[src/l4tp_pkg.sv]
// ----------------------------------------------------------------------------
// l4tp_pkg: shared types and constants of the L2/L3/L4 tuple parser
// Result codes, kinds, header constants and the per-frame summary struct.
// ----------------------------------------------------------------------------
package l4tp_pkg;

    localparam int unsigned ADDR_WORDS = 8;
    localparam int unsigned WIDX_W     = $clog2(ADDR_WORDS);

    localparam logic [15:0] ET_IPV4 = 16'h0800;
    localparam logic [15:0] ET_IPV6 = 16'h86DD;
    localparam logic [15:0] ET_ARP  = 16'h0806;

    localparam logic [7:0] PROTO_ICMP = 8'd1;
    localparam logic [7:0] PROTO_TCP  = 8'd6;
    localparam logic [7:0] PROTO_UDP  = 8'd17;

    localparam logic [7:0] ETH_HDR_LEN   = 8'd14;
    localparam logic [5:0] IPV6_HDR_LEN  = 6'd40;
    localparam logic [8:0] IPV4_MIN_LEN  = 9'd20;
    localparam logic [8:0] TCP_MIN_LEN   = 9'd20;
    localparam logic [8:0] UDP_ICMP_LEN  = 9'd8;
    localparam logic [3:0] VERSION_IPV4  = 4'd4;
    localparam logic [3:0] VERSION_IPV6  = 4'd6;

    // byte offsets of fields within the frame
    localparam logic [7:0] OFF_V4_PROTO = 8'd23;
    localparam logic [7:0] OFF_V4_ADDR  = 8'd26;
    localparam logic [7:0] END_V4_ADDR  = 8'd34;
    localparam logic [7:0] OFF_V6_NXT   = 8'd20;
    localparam logic [7:0] OFF_V6_ADDR  = 8'd22;
    localparam logic [7:0] END_V6_ADDR  = 8'd54;
    localparam logic [7:0] OFF_SRC_MAC  = 8'd6;
    localparam logic [7:0] OFF_MAC_END  = 8'd12;
    localparam logic [7:0] OFF_MAX      = 8'd255;

    typedef enum logic [3:0] {
        ST_OK           = 4'd0,
        ST_NOT_IP       = 4'd1,
        ST_SHORT_ETH    = 4'd2,
        ST_SHORT_VER    = 4'd3,
        ST_V6_MISMATCH  = 4'd4,
        ST_V4_MISMATCH  = 4'd5,
        ST_SHORT_V4     = 4'd6,
        ST_SHORT_V4_OPT = 4'd7,
        ST_SHORT_V6     = 4'd8,
        ST_SHORT_UDP    = 4'd9,
        ST_SHORT_ICMP   = 4'd10
    } t_status;

    typedef enum logic [1:0] {
        L3_OTHER = 2'd0,
        L3_IPV4  = 2'd1,
        L3_IPV6  = 2'd2,
        L3_ARP   = 2'd3
    } t_l3_kind;

    typedef enum logic [1:0] {
        L4_NONE = 2'd0,
        L4_TCP  = 2'd1,
        L4_UDP  = 2'd2,
        L4_ICMP = 2'd3
    } t_l4_kind;

    typedef logic [ADDR_WORDS-1:0][31:0] t_addr_words;

    typedef struct packed {
        t_status     status;
        t_l3_kind    l3_kind;
        t_l4_kind    l4_kind;
        logic [5:0]  hdr_len;
        logic [15:0] src_port;
        logic [15:0] dst_port;
        logic [47:0] dst_mac;
        logic [47:0] src_mac;
        logic [WIDX_W-1:0] last_idx;
    } t_summary;

endpackage

[src/l4tp_capture.sv]
// ----------------------------------------------------------------------------
// l4tp_capture: per-byte header capture and end-of-frame checks
// Updates offset-selected capture registers on every accepted byte and, on
// the last byte, gives the frame summary and address words.
// ----------------------------------------------------------------------------
module l4tp_capture (
    input  logic                  i_clk,
    input  logic                  i_rst_n,
    input  logic                  i_accept,
    input  logic [15:0]           i_ether_type,
    input  logic [7:0]            i_frame_byte,
    input  logic                  i_last_byte,
    output l4tp_pkg::t_summary    o_summary,
    output l4tp_pkg::t_addr_words o_words
);

    logic [7:0]            r_off,   n_off;
    logic [15:0]           r_et,    n_et;
    logic [47:0]           r_dmac,  n_dmac;
    logic [47:0]           r_smac,  n_smac;
    logic [3:0]            r_ver,   n_ver;
    logic [5:0]            r_hl,    n_hl;
    logic [7:0]            r_proto, n_proto;
    l4tp_pkg::t_addr_words r_addr,  n_addr;
    logic [15:0]           r_sport, n_sport;
    logic [15:0]           r_dport, n_dport;

    logic [7:0] w_v4_aoff;
    logic [7:0] w_v6_aoff;
    logic [7:0] w_l4_start;
    logic [7:0] w_rel;
    logic [8:0] w_len;
    logic [8:0] w_l4_start9;

    assign w_v4_aoff   = r_off - l4tp_pkg::OFF_V4_ADDR;
    assign w_v6_aoff   = r_off - l4tp_pkg::OFF_V6_ADDR;
    assign w_l4_start  = l4tp_pkg::ETH_HDR_LEN + {2'b00, n_hl};
    assign w_rel       = r_off - w_l4_start;
    assign w_len       = {1'b0, r_off} + 9'd1;
    assign w_l4_start9 = {1'b0, w_l4_start};

    // capture update for the byte at the current offset
    always_comb begin
        n_et    = r_et;
        n_dmac  = r_dmac;
        n_smac  = r_smac;
        n_ver   = r_ver;
        n_hl    = r_hl;
        n_proto = r_proto;
        n_addr  = r_addr;
        n_sport = r_sport;
        n_dport = r_dport;
        n_off   = r_off;
        if (i_accept) begin
            if (r_off == 8'd0) begin
                n_et = i_ether_type;
            end
            if (r_off < l4tp_pkg::OFF_SRC_MAC) begin
                n_dmac = {r_dmac[39:0], i_frame_byte};
            end else if (r_off < l4tp_pkg::OFF_MAC_END) begin
                n_smac = {r_smac[39:0], i_frame_byte};
            end
            if (r_off == l4tp_pkg::ETH_HDR_LEN) begin
                n_ver = i_frame_byte[7:4];
                n_hl  = (n_et == l4tp_pkg::ET_IPV6) ? l4tp_pkg::IPV6_HDR_LEN
                                                    : {i_frame_byte[3:0], 2'b00};
            end
            if (n_et == l4tp_pkg::ET_IPV4) begin
                if (r_off == l4tp_pkg::OFF_V4_PROTO) begin
                    n_proto = i_frame_byte;
                end
                if (r_off >= l4tp_pkg::OFF_V4_ADDR && r_off < l4tp_pkg::END_V4_ADDR) begin
                    n_addr[w_v4_aoff[4:2]] = {r_addr[w_v4_aoff[4:2]][23:0], i_frame_byte};
                end
            end else if (n_et == l4tp_pkg::ET_IPV6) begin
                if (r_off == l4tp_pkg::OFF_V6_NXT) begin
                    n_proto = i_frame_byte;
                end
                if (r_off >= l4tp_pkg::OFF_V6_ADDR && r_off < l4tp_pkg::END_V6_ADDR) begin
                    n_addr[w_v6_aoff[4:2]] = {r_addr[w_v6_aoff[4:2]][23:0], i_frame_byte};
                end
            end
            // ports sit at the l4 start, which may overlap a short ipv4 header
            if (r_off >= w_l4_start) begin
                if (w_rel < 8'd2) begin
                    n_sport = {r_sport[7:0], i_frame_byte};
                end else if (w_rel < 8'd4) begin
                    n_dport = {r_dport[7:0], i_frame_byte};
                end
            end
            n_off = (r_off < l4tp_pkg::OFF_MAX) ? r_off + 8'd1 : l4tp_pkg::OFF_MAX;
        end
    end

    // end-of-frame checks, in the fixed error order
    always_comb begin
        o_summary          = '0;
        o_summary.status   = l4tp_pkg::ST_OK;
        o_summary.l3_kind  = l4tp_pkg::L3_OTHER;
        o_summary.l4_kind  = l4tp_pkg::L4_NONE;
        if (n_et == l4tp_pkg::ET_IPV4) begin
            o_summary.l3_kind = l4tp_pkg::L3_IPV4;
        end else if (n_et == l4tp_pkg::ET_IPV6) begin
            o_summary.l3_kind = l4tp_pkg::L3_IPV6;
        end else if (n_et == l4tp_pkg::ET_ARP) begin
            o_summary.l3_kind = l4tp_pkg::L3_ARP;
        end

        if (o_summary.l3_kind != l4tp_pkg::L3_IPV4 && o_summary.l3_kind != l4tp_pkg::L3_IPV6) begin
            o_summary.status = l4tp_pkg::ST_NOT_IP;
        end else if (w_len < {1'b0, l4tp_pkg::ETH_HDR_LEN}) begin
            o_summary.status = l4tp_pkg::ST_SHORT_ETH;
        end else begin
            o_summary.dst_mac = n_dmac;
            o_summary.src_mac = n_smac;
            if (w_len < {1'b0, l4tp_pkg::ETH_HDR_LEN} + 9'd1) begin
                o_summary.status = l4tp_pkg::ST_SHORT_VER;
            end else if (o_summary.l3_kind == l4tp_pkg::L3_IPV6 &&
                         n_ver != l4tp_pkg::VERSION_IPV6) begin
                o_summary.status = l4tp_pkg::ST_V6_MISMATCH;
            end else if (o_summary.l3_kind == l4tp_pkg::L3_IPV4 &&
                         n_ver != l4tp_pkg::VERSION_IPV4) begin
                o_summary.status = l4tp_pkg::ST_V4_MISMATCH;
            end else if (o_summary.l3_kind == l4tp_pkg::L3_IPV4 &&
                         w_len < {1'b0, l4tp_pkg::ETH_HDR_LEN} + l4tp_pkg::IPV4_MIN_LEN) begin
                o_summary.status = l4tp_pkg::ST_SHORT_V4;
            end else begin
                o_summary.hdr_len = n_hl;
                if (w_len < w_l4_start9) begin
                    o_summary.status = (o_summary.l3_kind == l4tp_pkg::L3_IPV4)
                                     ? l4tp_pkg::ST_SHORT_V4_OPT : l4tp_pkg::ST_SHORT_V6;
                end else if (n_proto == l4tp_pkg::PROTO_TCP) begin
                    // short tcp header is not an error, just no l4 info
                    if (w_len >= w_l4_start9 + l4tp_pkg::TCP_MIN_LEN) begin
                        o_summary.l4_kind  = l4tp_pkg::L4_TCP;
                        o_summary.src_port = n_sport;
                        o_summary.dst_port = n_dport;
                    end
                end else if (n_proto == l4tp_pkg::PROTO_UDP) begin
                    if (w_len < w_l4_start9 + l4tp_pkg::UDP_ICMP_LEN) begin
                        o_summary.status = l4tp_pkg::ST_SHORT_UDP;
                    end else begin
                        o_summary.l4_kind  = l4tp_pkg::L4_UDP;
                        o_summary.src_port = n_sport;
                        o_summary.dst_port = n_dport;
                    end
                end else if (n_proto == l4tp_pkg::PROTO_ICMP) begin
                    if (w_len < w_l4_start9 + l4tp_pkg::UDP_ICMP_LEN) begin
                        o_summary.status = l4tp_pkg::ST_SHORT_ICMP;
                    end else begin
                        o_summary.l4_kind = l4tp_pkg::L4_ICMP;
                    end
                end
            end
        end

        if (o_summary.status == l4tp_pkg::ST_OK) begin
            o_summary.last_idx = (o_summary.l3_kind == l4tp_pkg::L3_IPV4)
                               ? l4tp_pkg::WIDX_W'(1) : l4tp_pkg::WIDX_W'(l4tp_pkg::ADDR_WORDS - 1);
            o_words = n_addr;
        end else begin
            o_summary.l4_kind  = l4tp_pkg::L4_NONE;
            o_summary.src_port = '0;
            o_summary.dst_port = '0;
            o_summary.last_idx = '0;
            if (o_summary.status != l4tp_pkg::ST_SHORT_V4_OPT &&
                o_summary.status != l4tp_pkg::ST_SHORT_V6) begin
                o_summary.hdr_len = '0;
            end
            o_words = '0;
        end
    end

    // all capture state returns to zero after each frame
    always_ff @(posedge i_clk) begin
        if (!i_rst_n || (i_accept && i_last_byte)) begin
            r_off   <= '0;
            r_et    <= '0;
            r_dmac  <= '0;
            r_smac  <= '0;
            r_ver   <= '0;
            r_hl    <= '0;
            r_proto <= '0;
            r_addr  <= '0;
            r_sport <= '0;
            r_dport <= '0;
        end else begin
            r_off   <= n_off;
            r_et    <= n_et;
            r_dmac  <= n_dmac;
            r_smac  <= n_smac;
            r_ver   <= n_ver;
            r_hl    <= n_hl;
            r_proto <= n_proto;
            r_addr  <= n_addr;
            r_sport <= n_sport;
            r_dport <= n_dport;
        end
    end

endmodule

[src/eth_ip_l4_tuple_parser.sv]
// ----------------------------------------------------------------------------
// eth_ip_l4_tuple_parser: Ethernet / IPv4 / IPv6 / L4 tuple parser
// Captures header fields byte by byte and emits a run of result items at the
// end of each frame: two address words for IPv4, eight for IPv6, one on error.
// ----------------------------------------------------------------------------
//
//  channel  direction  handshake            payload
//  input    in         i_valid / o_stall    i_ether_type, i_frame_byte, i_last_byte
//  result   out        o_valid / i_stall    o_status .. o_run_last
//
//  one frame byte is taken every cycle unless o_stall holds off a last byte;
//  the capture registers are updated in the cycle the byte is accepted.
//  a frame's results appear from the cycle after its last byte, one item per
//  cycle while i_stall is low: 1, 2 or 8 items, held in the single result register stage.
//  a last byte is held off only while the previous run still has items to
//  deliver; other bytes are always taken.
//  synchronous active-low reset clears the capture state and the result stage's busy flag and index.
//
module eth_ip_l4_tuple_parser (
    input  logic        i_clk,
    input  logic        i_rst_n,
    input  logic        i_valid,
    output logic        o_stall,
    input  logic [15:0] i_ether_type,
    input  logic [7:0]  i_frame_byte,
    input  logic        i_last_byte,
    output logic        o_valid,
    input  logic        i_stall,
    output logic [3:0]  o_status,
    output logic [1:0]  o_l3_kind,
    output logic [1:0]  o_l4_kind,
    output logic [5:0]  o_ip_header_len,
    output logic [15:0] o_source_port,
    output logic [15:0] o_destination_port,
    output logic [47:0] o_dest_mac,
    output logic [47:0] o_source_mac,
    output logic [2:0]  o_word_index,
    output logic [31:0] o_address_word,
    output logic        o_run_last
);

    l4tp_pkg::t_summary    w_summary;
    l4tp_pkg::t_addr_words w_words;

    logic                        r_busy;
    logic [l4tp_pkg::WIDX_W-1:0] r_idx;
    l4tp_pkg::t_summary          r_sum;
    l4tp_pkg::t_addr_words       r_words;

    logic w_out_fire;
    logic w_run_done;
    logic w_in_fire;
    logic w_load;

    assign w_out_fire = r_busy && !i_stall;
    assign w_run_done = w_out_fire && o_run_last;
    // only a last byte needs the result stage free
    assign o_stall    = i_last_byte && r_busy && !w_run_done;
    assign w_in_fire  = i_valid && !o_stall;
    assign w_load     = w_in_fire && i_last_byte;

    l4tp_capture u_capture (
        .i_clk        (i_clk),
        .i_rst_n      (i_rst_n),
        .i_accept     (w_in_fire),
        .i_ether_type (i_ether_type),
        .i_frame_byte (i_frame_byte),
        .i_last_byte  (i_last_byte),
        .o_summary    (w_summary),
        .o_words      (w_words)
    );

    always_ff @(posedge i_clk) begin
        if (!i_rst_n) begin
            r_busy <= 1'b0;
            r_idx  <= '0;
        end else if (w_load) begin
            r_busy <= 1'b1;
            r_idx  <= '0;
        end else if (w_run_done) begin
            r_busy <= 1'b0;
        end else if (w_out_fire) begin
            r_idx <= r_idx + 1'b1;
        end
    end

    always_ff @(posedge i_clk) begin
        if (w_load) begin
            r_sum   <= w_summary;
            r_words <= w_words;
        end
    end

    assign o_valid            = r_busy;
    assign o_status           = r_sum.status;
    assign o_l3_kind          = r_sum.l3_kind;
    assign o_l4_kind          = r_sum.l4_kind;
    assign o_ip_header_len    = r_sum.hdr_len;
    assign o_source_port      = r_sum.src_port;
    assign o_destination_port = r_sum.dst_port;
    assign o_dest_mac         = r_sum.dst_mac;
    assign o_source_mac       = r_sum.src_mac;
    assign o_word_index       = r_idx;
    assign o_address_word     = r_words[r_idx];
    assign o_run_last         = (r_idx == r_sum.last_idx);

    a_stall_only_when_busy: assert property (@(posedge i_clk) disable iff (!i_rst_n)
        o_stall |-> o_valid)
        else $error("input held off with no run in progress");

    a_run_follows_last: assert property (@(posedge i_clk) disable iff (!i_rst_n)
        (i_valid && !o_stall && i_last_byte) |=> o_valid && (o_word_index == 3'd0))
        else $error("last byte accepted but no run started");

    a_ok_run_length: assert property (@(posedge i_clk) disable iff (!i_rst_n)
        (o_valid && o_run_last && o_status == l4tp_pkg::ST_OK)
            |-> (o_word_index == 3'd1 || o_word_index == 3'd7))
        else $error("address run ended at a wrong word");

    a_error_single: assert property (@(posedge i_clk) disable iff (!i_rst_n)
        (o_valid && o_status != l4tp_pkg::ST_OK)
            |-> (o_run_last && o_word_index == 3'd0 && o_address_word == 32'd0))
        else $error("error result is not a single item");

endmodule

[config.mk]
export PLATFORM = sky130hd
export DESIGN_NAME = eth_ip_l4_tuple_parser
export DESIGN_NICKNAME = d
export VERILOG_FILES = /design/src/l4tp_pkg.sv /design/src/l4tp_capture.sv /design/src/eth_ip_l4_tuple_parser.sv
export SDC_FILE = /design/constraint.sdc
export NUM_CORES = 2
export LEC_CHECK = 0
export ABC_AREA = 0
export BUFFER_PORTS_ARGS = -buffer_cell sky130_fd_sc_hd__buf_4
export CORE_AREA = 2 2 201 352
export DETAILED_ROUTE_END_ITERATION = 7
export DIE_AREA = 0 0 203 354
export PLACE_DENSITY_LB_ADDON = 0.2
export SYNTH_ARGS = -nofsm -noshare
export SYNTH_HDL_FRONTEND = slang
export SYNTH_HIERARCHICAL = 1
export SYNTH_SLANG_ARGS = --single-unit
[constraint.sdc]
create_clock -name i_clk -period 51.6 [get_ports i_clk]
set_input_delay 5.16 -clock i_clk [delete_from_list [all_inputs] [get_ports i_clk]]
set_output_delay 5.16 -clock i_clk [all_outputs]
set_load 0.02 [all_outputs]
* Word-level counts from Yosys, hierarchy flattened
Index checks and enable logic that the tools add are counted.
Storage, ports and cells: register bits after elaboration 831, bits of input ports 29, output and inout bits 180, logic and storage cells 197
Operators by class: $add $sub $neg 9, magnitude comparators 21, equality and inequality tests 20, multiplexer cells 81, bitwise logic cells 3, reductions and logical operators 27
Operators by type and width (count):
- $mux W256 | 5
- $bwmux W256 | 2
- $bmux W32 S3 | 3
- $mux W134 | 2
- $mux W32 | 8
- $mux W48 | 5
- $demux W32 S3 | 2
- $mux W38 | 5
- $mux W16 | 10
- $mux W4 | 15
- $eq A16 B12 Y1 const B | 3
- $mux W24 | 2
- $mux W8 | 6
- $eq A16 B16 Y1 const B | 2
- $eq A8 B5 Y1 const B | 3
- $mux W6 | 4
- $lt A9 B4 Y1 const B | 2
- $ge A8 B5 Y1 const B | 2
- $lt A8 B3 Y1 const B | 2
- $lt A8 B6 Y1 const B | 2
- $mux W2 | 8
- $logic_and A1 B1 Y1 | 15
- $lt A3 B4 Y1 const B | 3
- $ne A4 B3 Y1 const B | 3
- other kinds (37) | 47

* Logic depth before layout (Yosys ltp)
word-level depth 31, mapped depth 28, gate-level depth less buffers 22

* Hierarchy
The synthesis kept the hierarchy.
Modules (own cells, without submodules):
- l4tp_capture | times used 1, cells each 3261, area each 25710.9 um2, sequential area each 8528.2 um2
- eth_ip_l4_tuple_parser | times used 1, cells each 688, area each 15388.5 um2, sequential area each 12121.6 um2

* Least setup slack after synthesis
OpenSTA, ideal clock, no wires.
kind input-to-reg, from in i_stall, to reg r_sum, in the netlist o_dest_mac[0] (enable), setup time 1218 ps, arrival 23185 ps, required time 50382 ps, slack 27197 ps, stages 2, path buffers 0, path through o41ai_2 -> nor2b_1
Between the ends: longest elaborated chain between the ends 8
Ends and longest elaborated chain:
- start: declaration | RTL line eth_ip_l4_tuple_parser.sv:28 | input logic i_stall,
- $logic_not A1 Y1 | RTL line eth_ip_l4_tuple_parser.sv:55 | assign w_out_fire = r_busy && !i_stall;
- $logic_and A1 B1 Y1 | RTL line eth_ip_l4_tuple_parser.sv:55
- $logic_and A1 B1 Y1 | RTL line eth_ip_l4_tuple_parser.sv:56 | assign w_run_done = w_out_fire && o_run_last;
- $logic_not A1 Y1 | RTL line eth_ip_l4_tuple_parser.sv:58 | assign o_stall = i_last_byte && r_busy && !w_run_done;
- $logic_and A1 B1 Y1 | RTL line eth_ip_l4_tuple_parser.sv:58
- $logic_not A1 Y1 | RTL line eth_ip_l4_tuple_parser.sv:59 | assign w_in_fire = i_valid && !o_stall;
- $logic_and A1 B1 Y1 | RTL line eth_ip_l4_tuple_parser.sv:59
- $logic_and A1 B1 Y1 | RTL line eth_ip_l4_tuple_parser.sv:60 | assign w_load = w_in_fire && i_last_byte;
- named net w_load | RTL line eth_ip_l4_tuple_parser.sv:53 | logic w_load;
- end signal: assignment | RTL line eth_ip_l4_tuple_parser.sv:89 | r_sum <= w_summary;
- end: declaration | RTL line eth_ip_l4_tuple_parser.sv:47 | l4tp_pkg::t_summary r_sum;
The timed path passes the listed nets, and every way through them passes these cells. A chain may end at the register's enable or synchronous reset.

* Worst setup path in the final report
from in i_stall, to reg r_words[115] in the netlist's numbering (data pin)
Between the ends: longest elaborated chain between the ends 23, elaborated cells between the ends (all ways) 49, classes of those cells add/sub: 2; order compare: 2; eq/ne: 12; mux: 21; reduce/logical: 12
Ends and longest elaborated chain:
- $logic_not A1 Y1 (*) | RTL line eth_ip_l4_tuple_parser.sv:55
- $logic_and A1 B1 Y1 (*) | RTL line eth_ip_l4_tuple_parser.sv:55
- $logic_and A1 B1 Y1 (*) | RTL line eth_ip_l4_tuple_parser.sv:56
- $logic_not A1 Y1 (*) | RTL line eth_ip_l4_tuple_parser.sv:58
- $logic_and A1 B1 Y1 (*) | RTL line eth_ip_l4_tuple_parser.sv:58
- $logic_not A1 Y1 (*) | RTL line eth_ip_l4_tuple_parser.sv:59
- $logic_and A1 B1 Y1 (*) | RTL line eth_ip_l4_tuple_parser.sv:59
- named net w_in_fire | RTL line eth_ip_l4_tuple_parser.sv:52 | logic w_in_fire;
- [8 not listed]
- $mux W4 | RTL line l4tp_capture.sv:129 | if (w_len < w_l4_start9) begin
- $mux W4 | RTL line l4tp_capture.sv:124 | end else if (o_summary.l3_kind == l4tp_pkg::L3_IPV4 &&
- $mux W4 | RTL line l4tp_capture.sv:121 | end else if (o_summary.l3_kind == l4tp_pkg::L3_IPV4 &&
- $mux W4 | RTL line l4tp_capture.sv:118 | end else if (o_summary.l3_kind == l4tp_pkg::L3_IPV6 &&
- $mux W4 | RTL line l4tp_capture.sv:116 | if (w_len < {1'b0, l4tp_pkg::ETH_HDR_LEN} + 9'd1) begin
- $mux W4 | RTL line l4tp_capture.sv:111 | end else if (w_len < {1'b0, l4tp_pkg::ETH_HDR_LEN}) begin
- $mux W4 | RTL line l4tp_capture.sv:109 | if (o_summary.l3_kind != l4tp_pkg::L3_IPV4 && o_summary.l3_kind != l4tp_pkg::L3_IPV6) begin
- $logic_not A4 Y1 | RTL line l4tp_capture.sv:157 | if (o_summary.status == l4tp_pkg::ST_OK) begin
- end signal: assignment | RTL line eth_ip_l4_tuple_parser.sv:90 | r_words <= w_words;
- end: declaration | RTL line eth_ip_l4_tuple_parser.sv:48 | l4tp_pkg::t_addr_words r_words;
Mark *: on every way through the listed nets, which the timed path passes. The rest lies on a longest branch.

==> reports/summary.txt <==
Ys flop type: dfxtp_1
Core ar.: 69,030 um2
Rows: 128
Synth Area in Compound Gates: 14.94%
Simple-gate share of the synthesized area: 13.28%
Max cap viols: 0
Nets: 3,890
GR Overflow Total: 0
GPL Wtd Cong: 0.9857
Routed len/inst: 26.12 um
Gates resized, CTS repair: 0
Violated checks: design-rule violations
Number of fillers in the final layout: 5,566
Final Skew: 23.74 ps
Clock root cell: clkbuf_16
Worst endpoint required time: 51,960 ps
Final Max Tran Viols: 0
Number of global-route vias before repair: 31,420
Largest net degree at the start of global routing: 204
Worst VDD drop: 0.02804 mV
Vias per cell: 6.575
Worst Setup SP: i_stall
Final ANT Viol Nets: 0
Main combinational cell family by area after synthesis: compound AO/OA/AOI/OAI gates
Inserted Diodes: 0
Status: finished, violations left
Leak: 15.30 nW
DRT iter0 DRCs: 3,678
Skew-Pair Late Insertion Delay: 660 ps
Synth unique cells: 82
Worst Setup Start Kind: input port
Die X: 203 um
Yosys warns: 6
Final worst path period share: 22.00%
Crit Path Category: in -> reg
DIE AREA: 71,860 um2
Clock-pin slew on the worst setup and hold paths: 70 ps
Mapped Nets: 4,013
Initial antenna violation count: 1
Most frequent cells in the layout: 955 x nor2_1, 427 x dfxtp_1, 401 x edfxtp_1
I/O Buffers: 208
P per Cell Area: 30.91 nW/um2
Sequential element share of the synthesized area: 50.24%
Hold_buf cts: 0
First-pass GRT wire length: 187,400 um
Most common cell after layout, fill and taps aside: nor2_1
Die height: 354 um
# DRC: 1
Initial Util: 59.54%
Routed WL: 125,300 um
Achievable Freq: 88.10 MHz
CTS tree: yes
Fraction of registers with async set/reset: 0%
Clock Sinks: 831
Setup violators final: 0
Hold_sp: u_capture/r_et[14]
EDFF count, synth: 401
Share of layout cells above drive strength 1: 13.97%
Fin Setup TNS: 0 ps
CTS buffer count: 74
Slew HR: 14.35%
Worst r2r src: o_word_index[0]
Router iterations before antenna repair: 8
Unrepaired setup endpoints after global routing: no
Slew @ Worst Pin: 1285 ps
Tot GR Track Use: 34.43%
Crit-path max FO: 92
Overall Power: 1.375 mW
CP Capture Type: flip-flop
Worst path arrival time: 11,710 ps
Tightest Hold Check Type: reg -> reg
Total number of vias: 31,550
Post-Syn Instances: 3,949
Synth Cell Area: 41,100 um2
Fin. Hold Viols: 0
Final min period: 11,350 ps
Yosys reg bits: 831
Avg Inst Size Synth: 10.41 um2
IO Pins: 209
Clock buffer depth: 3
Fraction of the mapped netlist area in adder cells: 1.084%
Detailed Place HPWL: 74,750 um
Post-CTS setup buffers: 0
Area delta synth->final: 8.256%
H-tree Lvls: 3
Xor/xnor cell area share of the yosys netlist: 0.5967%
Mux cell area share after synthesis: 13.57%
==> worst max-delay path, cell delays in order <==
cell and delay (ps):
buf_4 120, o41ai_2 510, nor2_1 160, nor2b_4 190, nand2b_1 190, or3_1 620
a21oi_1 340, ha_1 260, nor3b_2 170, a21oi_1 110, a21oi_2 390, nor2_4 150
o31a_1 310, ha_1 220, nor2_1 90, nand2_1 50, o21ai_0 430, a21oi_1 240
nand2_4 810, buf_4 950, nor2_1 130
==> area by class of cell <==
cell class                 instances  area (um2)  area share [%]
clock inverter                    44       518.0           1.164
timing repair buffer             261        1997           4.488
sequential                       831       20660           46.43
inverter                          29       108.9          0.2447
clock buffer                      94        1978           4.446
tap                              910        1139           2.559
multi-input combinational       2629       18090           40.67
==> kinds of logic after synthesis <==
logic type,count (synthesis)
compound gates,823
flops,831
xor+xnor,28
simple gates,1278
buf+inv,489
mux,465
fa+ha+maj,35
==> synthesized netlist by cell type (29+ instances only) <==
cell,count,share of area [%]
a21o_1,193,3.5
a21oi_1,105,1.3
a22o_1,192,4.1
a22oi_1,194,3.5
buf_2,65,0.79
buf_4,154,2.8
clkbuf_1,205,1.9
dfxtp_1,430,21
edfxtp_1,401,29
ha_1,34,1.0
mux2_2,32,0.88
mux2i_1,367,8.9
mux4_2,44,2.4
nand2_1,76,0.69
nand3_1,47,0.57
nand4_1,34,0.52
nor2_1,964,8.8
nor3_1,29,0.35
==> metrics by stage <==
step	cells	instance area, um2	hold WS [ps]	utilization (%)	setup slack, ps
after floorplan	3949	41100	430.8	-	27200
after global placement	4660	42000	440.4	60.84	39890
after detailed placement	4660	42000	450.9	60.84	39660
after CTS	4798	44490	460.8	64.46	40280
after global routing	4798	44490	472.6	64.46	39730
final	4798	44490	458.8	64.46	40250
==> worst paths after layout <==
kind / to / slack (ps) / cells after the start
worst min register to register: u_capture/r_et[14] / 460 / 2
worst min-delay path: u_capture/r_et[14] / 460 / 2
worst max-delay path: r_words[115] / 40250 / 21
worst max register to register: r_words[115] / 43670 / 21
==> registers in the layout, summed over array words and instances, names as in the netlist, 3 cells and up <==
name and count:
u_capture/r_smac 48, u_capture/r_ver 4, u_capture/r_et 16, r_sum 3
o_source_mac 48, o_word_index 3, o_status 4, u_capture/r_sport 16
o_source_port 16, u_capture/r_proto 8, u_capture/r_addr 256, o_dest_mac 48
r_words 256, o_destination_port 16, o_ip_header_len 6, u_capture/r_dmac 48
u_capture/r_hl 6, u_capture/r_off 8, u_capture/r_dport 16
==> report_power, final <==
| part | leakage, nW | total (mW) | switching (mW) | internal [mW] |
|---|---|---|---|---|
| clock network | 1.21 | 0.576 | 0.259 | 0.317 |
| logic | 6.68 | 0.0918 | 0.0646 | 0.0272 |
| registers | 7.40 | 0.708 | 0.00607 | 0.702 |
==> routing by layer <==
metal / up-vias / wire length, um / GRT usage, %
li1: 13940 / - / -
met1: 15230 / 42950 / 39.15
met2: 1801 / 60700 / 57.86
met3: 575 / 12090 / 7.649
met4: 2 / 9559 / 23.18
met5: - / 11 / 0
Note: power is estimated with default switching activity, not from simulation.
